## config.mk

```make
export PLATFORM = sky130hd
export DESIGN_NAME = tid_mem
export DESIGN_NICKNAME = d
export VERILOG_FILES = /design/src/rtl/tid_pkg.sv /design/src/rtl/tid_mem.sv
export SDC_FILE = /design/constraint.sdc
export NUM_CORES = 2
export LEC_CHECK = 0
export ABC_CLOCK_PERIOD_IN_PS = 4900
export BUFFER_PORTS_ARGS = -buffer_cell sky130_fd_sc_hd__buf_4
export CORE_MARGIN = 8
export CORE_UTILIZATION = 50
export CTS_BUF_LIST = sky130_fd_sc_hd__clkbuf_4 sky130_fd_sc_hd__clkbuf_8
export CTS_CLUSTER_SIZE = 20
export DETAILED_ROUTE_END_ITERATION = 6
export PLACE_DENSITY = 0.66
export REMOVE_ABC_BUFFERS = 1
export SYNTH_ARGS = -nofsm -noshare
export SYNTH_HDL_FRONTEND = slang
export SYNTH_SLANG_ARGS = --single-unit
export TNS_END_PERCENT = 50
```

## constraint.sdc

```tcl
create_clock -name clk -period 4.9 [get_ports clk]
set_input_delay 0.245 -clock clk [delete_from_list [all_inputs] [get_ports clk]]
set_output_delay 0.245 -clock clk [all_outputs]
set_load 0.01 [all_outputs]
```

## src/rtl/tid_pkg.sv

```systemverilog
// ----------------------------------------------------------------------------
// tid_pkg
// Types, constants and codes for the table interpolation block.
// ----------------------------------------------------------------------------
`default_nettype none

package tid_pkg;

  localparam int MAX_POINTS_DEF = 64;

  localparam logic [6:0]  NUM_POINTS_RST = 7'd2;
  localparam logic [15:0] SCALE_RST      = 16'd2061;

  // register map (index = paddr[2])
  localparam logic REG_NUM_POINTS = 1'b0;
  localparam logic REG_SCALE      = 1'b1;

  // input actions
  localparam logic ACT_WRITE = 1'b0;
  localparam logic ACT_QUERY = 1'b1;

  // result status codes
  localparam logic [1:0] STAT_INTERP  = 2'd0;
  localparam logic [1:0] STAT_BELOW   = 2'd1;
  localparam logic [1:0] STAT_ABOVE   = 2'd2;
  localparam logic [1:0] STAT_DIVZERO = 2'd3;

  // iterative unit sizing
  localparam int DIV_W     = 62;   // dividend / product width
  localparam int DVS_W     = 18;   // divisor / multiplier width
  localparam int DIV_STEPS = DIV_W;
  localparam int MUL_STEPS = DVS_W;
  localparam int CNT_W     = $clog2(DIV_STEPS);

  typedef struct packed {
    logic               action;
    logic [5:0]         entry_index;
    logic [16:0]        entry_temperature;
    logic signed [23:0] entry_value;
    logic [16:0]        query_temperature;
  } in_item_t;

  typedef struct packed {
    logic signed [31:0] diffusion;
    logic [1:0]         status;
    logic               saturated;
  } out_item_t;

  typedef struct packed {
    logic [16:0]        temp;
    logic signed [23:0] val;
  } mem_entry_t;

  typedef enum logic [1:0] {
    OP_DIV = 2'b01,
    OP_MUL = 2'b10
  } alu_op_t;

  typedef struct packed {
    logic             go;
    alu_op_t          op;
    logic [DIV_W-1:0] a;
    logic [DVS_W-1:0] b;
  } alu_cmd_t;

  typedef struct packed {
    logic             done;
    logic [DIV_W-1:0] res;
  } alu_rsp_t;

endpackage

`default_nettype wire

```

## src/rtl/tid_mem.sv

```systemverilog
// ----------------------------------------------------------------------------
// tid_mem
// Table storage: one write port, one registered read port.
// ----------------------------------------------------------------------------
`default_nettype none

module tid_mem import tid_pkg::*; #(
  parameter int DEPTH = MAX_POINTS_DEF,
  parameter int AW    = $clog2(MAX_POINTS_DEF)
) (
  input  wire logic          clk,
  input  wire logic          we,
  input  wire logic [AW-1:0] waddr,
  input  wire mem_entry_t    wdata,
  input  wire logic [AW-1:0] raddr,
  output mem_entry_t         rdata
);

  mem_entry_t mem [DEPTH];
  mem_entry_t rdata_r;

  always_ff @(posedge clk) begin
    if (we) begin
      mem[waddr] <= wdata;
    end
    rdata_r <= mem[raddr];
  end

  assign rdata = rdata_r;

endmodule

`default_nettype wire

```

==> flow_summary.json <==
{
  "place.detailed.hpwl_um": 141000,
  "ys_seq_elements": 2665,
  "drt_wl_total_um": 258000,
  "irDropWorstVdd_mv": 0.320,
  "seq_power_share": 0.550,
  "cts_root_buf": "clkbuf_8",
  "fin_cells": 7707,
  "initial_core_util": 0.502,
  "htree_num_levels": 5,
  "setup_viol": 0,
  "whs_ps": 141,
  "clk_path_buf_depth": 4,
  "io_buffer_count": 95,
  "maxClockFrequency_mhz": 339,
  "die_w_um": 463,
  "cts_tree": "yes",
  "synth.avg_cell_area_sq_um": 23.7,
  "syn_to_final_growth_pct": 13.6,
  "start_kind": "input port",
  "dpl.cell_count": 6907,
  "power_frac_clock": 0.400,
  "cap_violations": 0,
  "cts_buffers": 420,
  "path_clk_slew_ps": 60,
  "switching_share": 0.215,
  "end_kind": "flop",
  "drcViolationCount": 0,
  "worstSetupPathType": "input port to flop",
  "worst_slew_pin_slew_ps": 1340,
  "grt_max_degree": 128,
  "fin_util": 0.570,
  "clkSinkCount": 2665,
  "hold_path.class": "input port to flop",
  "drive_above_1_share": 0.332,
  "synth_top_cell_area_share": 0.787,
  "period_needed_ps": 2950,
  "synth_area_leaders": "edfxtp_1, mux4_2, dfxtp_1",
  "grt-ovfl-total": 0,
  "cts_resized": 0,
  "wl_per_cell_um": 33.5,
  "antenna_found_initial": 7,
  "grt_pass1_vias": 49869,
  "io_pins": 96,
  "slew_headroom": 0.105,
  "synth_top_area_cell": "edfxtp_1",
  "synthCells": 4226,
  "die_h_um": 463,
  "rsz0062_at_grt": "no",
  "vias": 48869,
  "dieArea_sq_um": 215000,
  "layout.nets": 4777,
  "arrival_ps": 3840,
  "syn_area_sq_um": 100000,
  "post-cts-setup-buffers": 0,
  "p_leak_uw": 0.0356,
  "comb_power_share": 0.050,
  "internal-power_uw": 36200,
  "clock_latency_ps": 1070,
  "ys_types": 37,
  "initialDrtViolationCount": 6739,
  "rows": 164,
  "cp.required_ps": 5790,
  "ys_warn_count": 0,
  "synth_seq_area_share": 0.795,
  "antenna_left": 0,
  "power.net_switching_uw": 9920,
  "finalHoldViolations": 0,
  "drt-pass1-iter-count": 6,
  "p_per_area_nw_per_um2": 406,
  "place_congestion": 0.787,
  "drv_slew": 0,
  "grt_usage": 0.236,
  "status": "finished clean",
  "core_area_sq_um": 199000,
  "period_share": 0.601,
  "fin_setup_tns_ps": 0,
  "worstPathMaxFanout": 127,
  "via_per_inst": 6.34,
  "grt_pass1_wl_um": 367000,
  "fin_skew_ps": 73.3
}
-- per-stage QoR --
stage	total power, uW	setup slack [ps]	area, sq um
after floorplan	26700	1010	98800
after global placement	28100	1330	105000
after detailed placement	28100	1360	105000
after CTS	46400	2080	114000
after global routing	47500	1750	114000
final	46100	1950	114000
-- power by group through the flow --
stage / Clock [uW] / Sequential [uW] / Combinational, uW
after floorplan: 0 / 25800 / 924
after global placement: 0 / 25800 / 2270
after detailed placement: 0 / 25800 / 2300
after CTS: 18700 / 25400 / 2340
after global routing: 19700 / 25400 / 2450
final: 18400 / 25400 / 2330
-- flip-flops by register name, indices dropped and copies added, names as in the netlist --
register and count:
rdata 41, mem 2624
-- path summary, 6_finish.rpt --
check                            startpoint          end  slack [ps]  depth (start not counted)
worst max-delay path               raddr[1]    rdata[14]        1950                          7
worst min-delay path               waddr[4]  mem[55][28]         140                          3
worst max register to register  mem[10][14]    rdata[14]        2430                          4
worst min register to register  mem[28][22]    rdata[22]         890                          3
-- layer usage --
metal / vias to the layer above / part of all wire / GRT usage
met5: - / 0 / 0
met4: 0 / 0.028 / 0.0675
met3: 465 / 0.097 / 0.0488
met2: 2659 / 0.48 / 0.376
met1: 26362 / 0.39 / 0.335
li1: 19383 / - / -
-- critical path, cell delays in order --
cell and delay, ps:
dlygate4sd3_1 570, buf_8 380, buf_12 550, mux4_2 430
a22o_1 200, a221oi_1 1030, a221oi_1 170
-- cell families (layout without fill, tap and decap cells) --
family          Yosys count  in the layout  share of synthesized area
compound gates          406            406                     0.0296
buf+inv                 243           1060                     0.0134
flops                  2665           2665                      0.795
mux                     703            703                      0.152
other cells               0              8                          0
simple gates            209            209                    0.00957
-- synthesized netlist by cell type (all sizes together) --
| library cell | n |
|---|---|
| a211o | 1 |
| a211oi | 11 |
| a21oi | 67 |
| a221oi | 72 |
| a22o | 70 |
| a22oi | 44 |
| a311oi | 11 |
| and2 | 4 |
| buf | 157 |
| clkbuf | 86 |
| dfxtp | 41 |
| edfxtp | 2624 |
| mux2 | 5 |
| mux2i | 44 |
| mux4 | 654 |
| nand2 | 17 |
| nand2b | 8 |
| nand3 | 14 |
| nand3b | 5 |
| nand4 | 3 |
| nand4b | 1 |
| nor2 | 116 |
| nor2b | 13 |
| nor3 | 18 |
| o21ai | 11 |
| o221ai | 26 |
| o22ai | 93 |
| or2 | 3 |
| or3 | 3 |
| or3b | 4 |
-- cell usage in the layout (no fill, tap or decap), types with 5 or more instances in the layout --
cell           instances
clkbuf_4             149
edfxtp_1            2624
a21oi_1               67
a211oi_1              11
o221ai_1              26
dlygate4sd3_1         49
bufinv_16              5
a311oi_1              11
clkinv_1              74
mux2i_1               44
nor2_1                51
o21ai_0               11
nor3_1                16
dfxtp_1               41
nor2b_1               10
mux4_2               654
nor2_4                64
diode_2                8
buf_12                24
nand3_1               14
a221oi_1              71
clkbuf_8             467
nand2_1               17
a22oi_1               44
nand2b_1               8
o22ai_1               93
a22o_1                70
clkinv_2              42
mux2_2                 5
buf_4                241
nand3b_1               5
-- layout make-up --
class,instances,area [sq um]
Clock inverter,127,688
Tap cell,2656,3320
Multi-Input combinational cell,1318,19700
Sequential cell,2665,79600
Timing Repair Buffer,317,2830
Clock buffer,616,7550
Fill cell,14332,85800
Antenna cell,8,20.0
-- timing repair --
item / CTS / global route
hold endpoints to repair: 2708 / 0
hold buffers: 49 / 0
endpoints found under the setup margin: 0 / 0
No activity file was read; power rests on OpenSTA's default activity.
