**src/rtl/tid_pkg.sv**
```systemverilog
// ----------------------------------------------------------------------------
// tid_pkg
// Types, constants and codes for the table interpolation block.
// ----------------------------------------------------------------------------
`default_nettype none

package tid_pkg;

  localparam int MAX_POINTS_DEF = 64;

  localparam logic [6:0]  NUM_POINTS_RST = 7'd2;
  localparam logic [15:0] SCALE_RST      = 16'd2061;

  // register map (index = paddr[2])
  localparam logic REG_NUM_POINTS = 1'b0;
  localparam logic REG_SCALE      = 1'b1;

  // input actions
  localparam logic ACT_WRITE = 1'b0;
  localparam logic ACT_QUERY = 1'b1;

  // result status codes
  localparam logic [1:0] STAT_INTERP  = 2'd0;
  localparam logic [1:0] STAT_BELOW   = 2'd1;
  localparam logic [1:0] STAT_ABOVE   = 2'd2;
  localparam logic [1:0] STAT_DIVZERO = 2'd3;

  // iterative unit sizing
  localparam int DIV_W     = 62;   // dividend / product width
  localparam int DVS_W     = 18;   // divisor / multiplier width
  localparam int DIV_STEPS = DIV_W;
  localparam int MUL_STEPS = DVS_W;
  localparam int CNT_W     = $clog2(DIV_STEPS);

  typedef struct packed {
    logic               action;
    logic [5:0]         entry_index;
    logic [16:0]        entry_temperature;
    logic signed [23:0] entry_value;
    logic [16:0]        query_temperature;
  } in_item_t;

  typedef struct packed {
    logic signed [31:0] diffusion;
    logic [1:0]         status;
    logic               saturated;
  } out_item_t;

  typedef struct packed {
    logic [16:0]        temp;
    logic signed [23:0] val;
  } mem_entry_t;

  typedef enum logic [1:0] {
    OP_DIV = 2'b01,
    OP_MUL = 2'b10
  } alu_op_t;

  typedef struct packed {
    logic             go;
    alu_op_t          op;
    logic [DIV_W-1:0] a;
    logic [DVS_W-1:0] b;
  } alu_cmd_t;

  typedef struct packed {
    logic             done;
    logic [DIV_W-1:0] res;
  } alu_rsp_t;

endpackage

`default_nettype wire

```
**src/rtl/tid_alu.sv**
```systemverilog
// ----------------------------------------------------------------------------
// tid_alu
// Shared iterative unit: restoring divide (one quotient bit per cycle) and
// shift-add multiply (one multiplier bit per cycle).
// ----------------------------------------------------------------------------
`default_nettype none

module tid_alu import tid_pkg::*; (
  input  wire logic     clk,
  input  wire logic     rst_n,
  input  wire alu_cmd_t cmd,
  output alu_rsp_t      rsp
);

  logic             busy_r, busy_nxt;
  logic             done_r, done_nxt;
  logic [CNT_W-1:0] cnt_r, cnt_nxt;
  alu_op_t          op_r, op_nxt;
  logic [DIV_W-1:0] acc_r, acc_nxt;
  logic [DIV_W-1:0] opnd_r, opnd_nxt;
  logic [DVS_W-1:0] b_r, b_nxt;
  logic [DVS_W-1:0] rem_r, rem_nxt;

  logic [DVS_W:0]   shifted;
  logic [DVS_W+1:0] diff;

  always_comb begin
    busy_nxt = busy_r;
    done_nxt = 1'b0;
    cnt_nxt  = cnt_r;
    op_nxt   = op_r;
    acc_nxt  = acc_r;
    opnd_nxt = opnd_r;
    b_nxt    = b_r;
    rem_nxt  = rem_r;
    shifted  = {rem_r, acc_r[DIV_W-1]};
    diff     = {1'b0, shifted} - {2'b00, b_r};

    if (cmd.go && !busy_r) begin
      busy_nxt = 1'b1;
      op_nxt   = cmd.op;
      b_nxt    = cmd.b;
      rem_nxt  = '0;
      if (cmd.op == OP_MUL) begin
        acc_nxt  = '0;
        opnd_nxt = cmd.a;
        cnt_nxt  = CNT_W'(MUL_STEPS - 1);
      end else begin
        acc_nxt  = cmd.a;
        cnt_nxt  = CNT_W'(DIV_STEPS - 1);
      end
    end else if (busy_r) begin
      case (op_r)
        OP_MUL: begin
          acc_nxt = {acc_r[DIV_W-2:0], 1'b0} + (b_r[DVS_W-1] ? opnd_r : '0);
          b_nxt   = {b_r[DVS_W-2:0], 1'b0};
        end
        OP_DIV: begin
          if (!diff[DVS_W+1]) begin
            rem_nxt = diff[DVS_W-1:0];
            acc_nxt = {acc_r[DIV_W-2:0], 1'b1};
          end else begin
            rem_nxt = shifted[DVS_W-1:0];
            acc_nxt = {acc_r[DIV_W-2:0], 1'b0};
          end
        end
        default: begin
          acc_nxt = acc_r;
        end
      endcase
      cnt_nxt = cnt_r - 1'b1;
      if (cnt_r == '0) begin
        busy_nxt = 1'b0;
        done_nxt = 1'b1;
      end
    end
  end

  always_ff @(posedge clk) begin
    if (!rst_n) begin
      busy_r <= 1'b0;
      done_r <= 1'b0;
      cnt_r  <= '0;
      op_r   <= OP_DIV;
    end else begin
      busy_r <= busy_nxt;
      done_r <= done_nxt;
      cnt_r  <= cnt_nxt;
      op_r   <= op_nxt;
    end
  end

  always_ff @(posedge clk) begin
    acc_r  <= acc_nxt;
    opnd_r <= opnd_nxt;
    b_r    <= b_nxt;
    rem_r  <= rem_nxt;
  end

  assign rsp = '{done: done_r, res: acc_r};

endmodule

`default_nettype wire

```
**config.mk**
```make
export PLATFORM = sky130hd
export DESIGN_NAME = tid_alu
export DESIGN_NICKNAME = d
export VERILOG_FILES = /design/src/rtl/tid_pkg.sv /design/src/rtl/tid_alu.sv
export SDC_FILE = /design/constraint.sdc
export NUM_CORES = 1
export LEC_CHECK = 0
export BUFFER_PORTS_ARGS = -buffer_cell sky130_fd_sc_hd__buf_2
export CAP_MARGIN = 0
export CORE_MARGIN = 5
export CORE_UTILIZATION = 45
export CTS_CLUSTER_SIZE = 12
export DETAILED_ROUTE_END_ITERATION = 8
export GPL_TIMING_DRIVEN = 0
export PLACE_DENSITY = 0.67
export SETUP_SLACK_MARGIN = 0.4
export SYNTH_ARGS = -nofsm -noshare
export SYNTH_HDL_FRONTEND = slang
export SYNTH_SLANG_ARGS = --single-unit
```
**constraint.sdc**
```tcl
create_clock -name clk -period 5.35 [get_ports clk]
set_clock_uncertainty 0.2 [all_clocks]
set_input_delay 1.605 -clock clk [delete_from_list [all_inputs] [get_ports clk]]
set_output_delay 1.605 -clock clk [all_outputs]
set_load 0.02 [all_outputs]
```
==> reports/results.ini <==
[setup_path]
crit_type = register to register
slowest_delay_ns = 0.44
cp.required_ns = 5.33
cp.buffers_inverters = 2
cp-start-kind = register
crit_arrival_ns = 4.60
critPathMaxFanout = 10
cp-end-kind = register
worstPathCellList = clkbuf_1 -> clkbuf_1 -> and2_1 -> ha_1 -> fa_1 -> a211oi_2 -> o21ai_1 -> a21o_1 -> a221o_1 -> a32oi_1 -> and2b_1 -> o21bai_1 -> a21oi_1 -> xor2_1 -> o21ai_1
cp_slowest_cell = fa_1
worst_path_dominant_cell_family = compound AO/OA/AOI/OAI gates

[final_layout]
area_delta_synth_final_pct = 16.21
regArea_mm2 = 0.004825
fin_area_mm2 = 0.01353
drive_gt1_share_pct = 16.02
multi_input_area_mm2 = 0.006396
diodes = 0
final_cell_mix = 157 x buf_2, 142 x edfxtp_1, 126 x nand2_1, 123 x o21ai_0, 105 x a21oi_1
layout.nets = 1577
n_fill_cell = 2386
final_common_cell = buf_2

[floorplanning]
die_height_um = 170.8
die_area_mm2 = 0.02918
std_cell_rows = 58
coreArea_mm2 = 0.02533
io_pins = 148
floorplan.initialDensity_pct = 45.95
die_w_um = 170.8

[power_and_ir_drop]
switching_power_uw = 1973
clkPwrFrac_pct = 25.5
vdd_drop_max_v = 0.0002278
seqPwrFrac_pct = 35.0
p_per_area_mw_per_mm2 = 382.1
internal-power_uw = 3195
leakage_uw = 0.005586
switching_share_pct = 38.18
combinationalPowerShare_pct = 39.5

[global_route]
grt_max_degree = 26
track_usage_pct = 23.28
grt_pass1_vias = 9883
antenna_found_initial = 0
overflow = 0
grt_pass1_wl_mm = 53.69

[route]
drc = 0
drtIter0Drc = 703
viasPerCell = 5.774
final_antenna_net_count = 0
routed_wl_mm = 34.10
wire_per_inst_um = 19.45
vias = 10120
drtPass1Iterations = 5

[logic_synthesis]
synth-edff-count = 142
synth.distinct_cells = 82
ys_ff_latch = 170
synthArstFlopShare_pct = 0
syn_area_per_cell_um2 = 9.394
synth_nets = 1406
synth-main-ff-cell = edfxtp_1
ys_seq_area_share_pct = 41.45
yosysWarnings = 0
syn_inst = 1239
syn-cell-area_mm2 = 0.01164

[clock_tree]
clock_sinks = 170
clkTransAtPathRegs_ns = 0.07
cts_htree_levels = 4
hold_buffers = 0
clkLatencyLatePin_ns = 0.44
cts_setup_buffers = 0
cts.repair.resized = 0
ctsRootBufferMaster = clkbuf_16
cts_buffers = 17
tritoncts = built
cts_buffer_depth = 2

[timing]
post-route-min-period_ns = 4.627
relSlewSlack_pct = 38.71
fin_setup_tns_ns = 0
hold_viol_final = 0
timing.final.crit_share_pct = 86.49
fmax_mhz = 216.1
drv_slew = 0
rsz0062_at_grt = no
setup_viol = 0
tightest_slew_ns = 0.9160

[placement]
io_buffers = 147
dpl_cell_area_mm2 = 0.01291
place_congestion = 0.9633
dp_hpwl_mm = 25.83

[job]
drv_cap = 0

[hold_path]
hold_path.class = register to register

[outcome]
status = finished clean

==> power groups by stage <==
stage / Combinational, uW / Sequential, uW / Clock (uW)
after floorplan: 1360 / 1920 / 0
after global placement: 1980 / 1840 / 0
after detailed placement: 2020 / 1830 / 0
after CTS: 2030 / 1810 / 1330
after global routing: 2260 / 1830 / 1390
final: 2040 / 1810 / 1320
==> cells by family after synthesis <==
logic type,count (synthesis),share of synthesized area [%]
xor+xnor,64,4.816
fa+ha+maj,82,8.944
mux,20,1.742
compound gates,427,23.92
buf+inv,112,3.816
simple gates,364,15.31
flops,170,41.45
==> per-layer routing <==
metal / share of wire [%] / global-route usage, % / up-vias
met2: 47 / 37.95 / 310
met4: 1.7 / 5.822 / 0
li1: - / - / 4931
met3: 6.6 / 4.205 / 37
met5: 0 / 0 / -
met1: 45 / 32.35 / 4844
==> cells in the mapped netlist, types with 17 or more instances <==
library cell  number  area [um2]
a21o_1            35       262.8
a21oi_1          105       525.5
a22oi_1           25       187.7
and2_1            67       419.2
clkbuf_1          55       206.5
dfxtp_1           28       560.5
edfxtp_1         142        4264
ha_1              80        1001
inv_1             41       153.9
mux2i_1           18       180.2
nand2_1          126       473.0
nand4_1           17       106.4
nor2_1            70       262.8
o21ai_0          124       620.6
o21ai_1           20       100.1
xnor2_1           42       367.9
xor2_1            22       192.7
==> state kept, by name (all words and copies together) (netlist names) <==
register,flops
opnd_r,62
cnt_r,6
acc_r,62
rem_r,18
op_r,2
busy_r,1
done_r,1
b_r,18
==> final timing paths <==
| path | startpoint | end | slack (ns) | cells past startpoint |
|---|---|---|---|---|
| max | b_r[17] | acc_r[49] | 0.72 | 15 |
| min | cnt_r[4] | cnt_r[4] | 0.28 | 1 |
| max reg2reg | b_r[17] | acc_r[49] | 0.72 | 15 |
| min reg2reg | cnt_r[4] | cnt_r[4] | 0.28 | 1 |
==> layout make-up <==
cell class | instances | area share, %
clock buffer | 17 | 3.145
clock inverter | 15 | 1.388
buffer | 69 | 2.091
multi-input combinational | 957 | 47.29
tap | 330 | 3.053
sequential | 170 | 35.67
inverter | 43 | 1.193
timing repair buffer | 152 | 6.170
==> stage by stage <==
step	setup WS [ns]	power (uW)	util [%]	instances	hold slack, ns
after floorplan	1.124	3283	-	1239	0.2362
after global placement	-0.3670	3820	50.52	1716	0.2544
after detailed placement	0.7608	3852	50.98	1721	0.2619
after CTS	0.7224	5169	53.40	1753	0.2786
after global routing	0.4068	5475	53.40	1753	0.2996
final	0.7226	5168	53.40	1753	0.2809
==> worst register-to-register path, delay by kind of cell, from the launching register on <==
kind                     cells  cell delay [ns]
buffers and inverters        2             0.58
flip-flops                   1             0.36
AO/OA/AOI/OAI                8             1.88
XOR/XNOR                     1             0.20
AND/OR/NAND/NOR              2             0.49
adder cells (fa/ha/maj)      2             0.68
(Power assumes the default switching activity.)
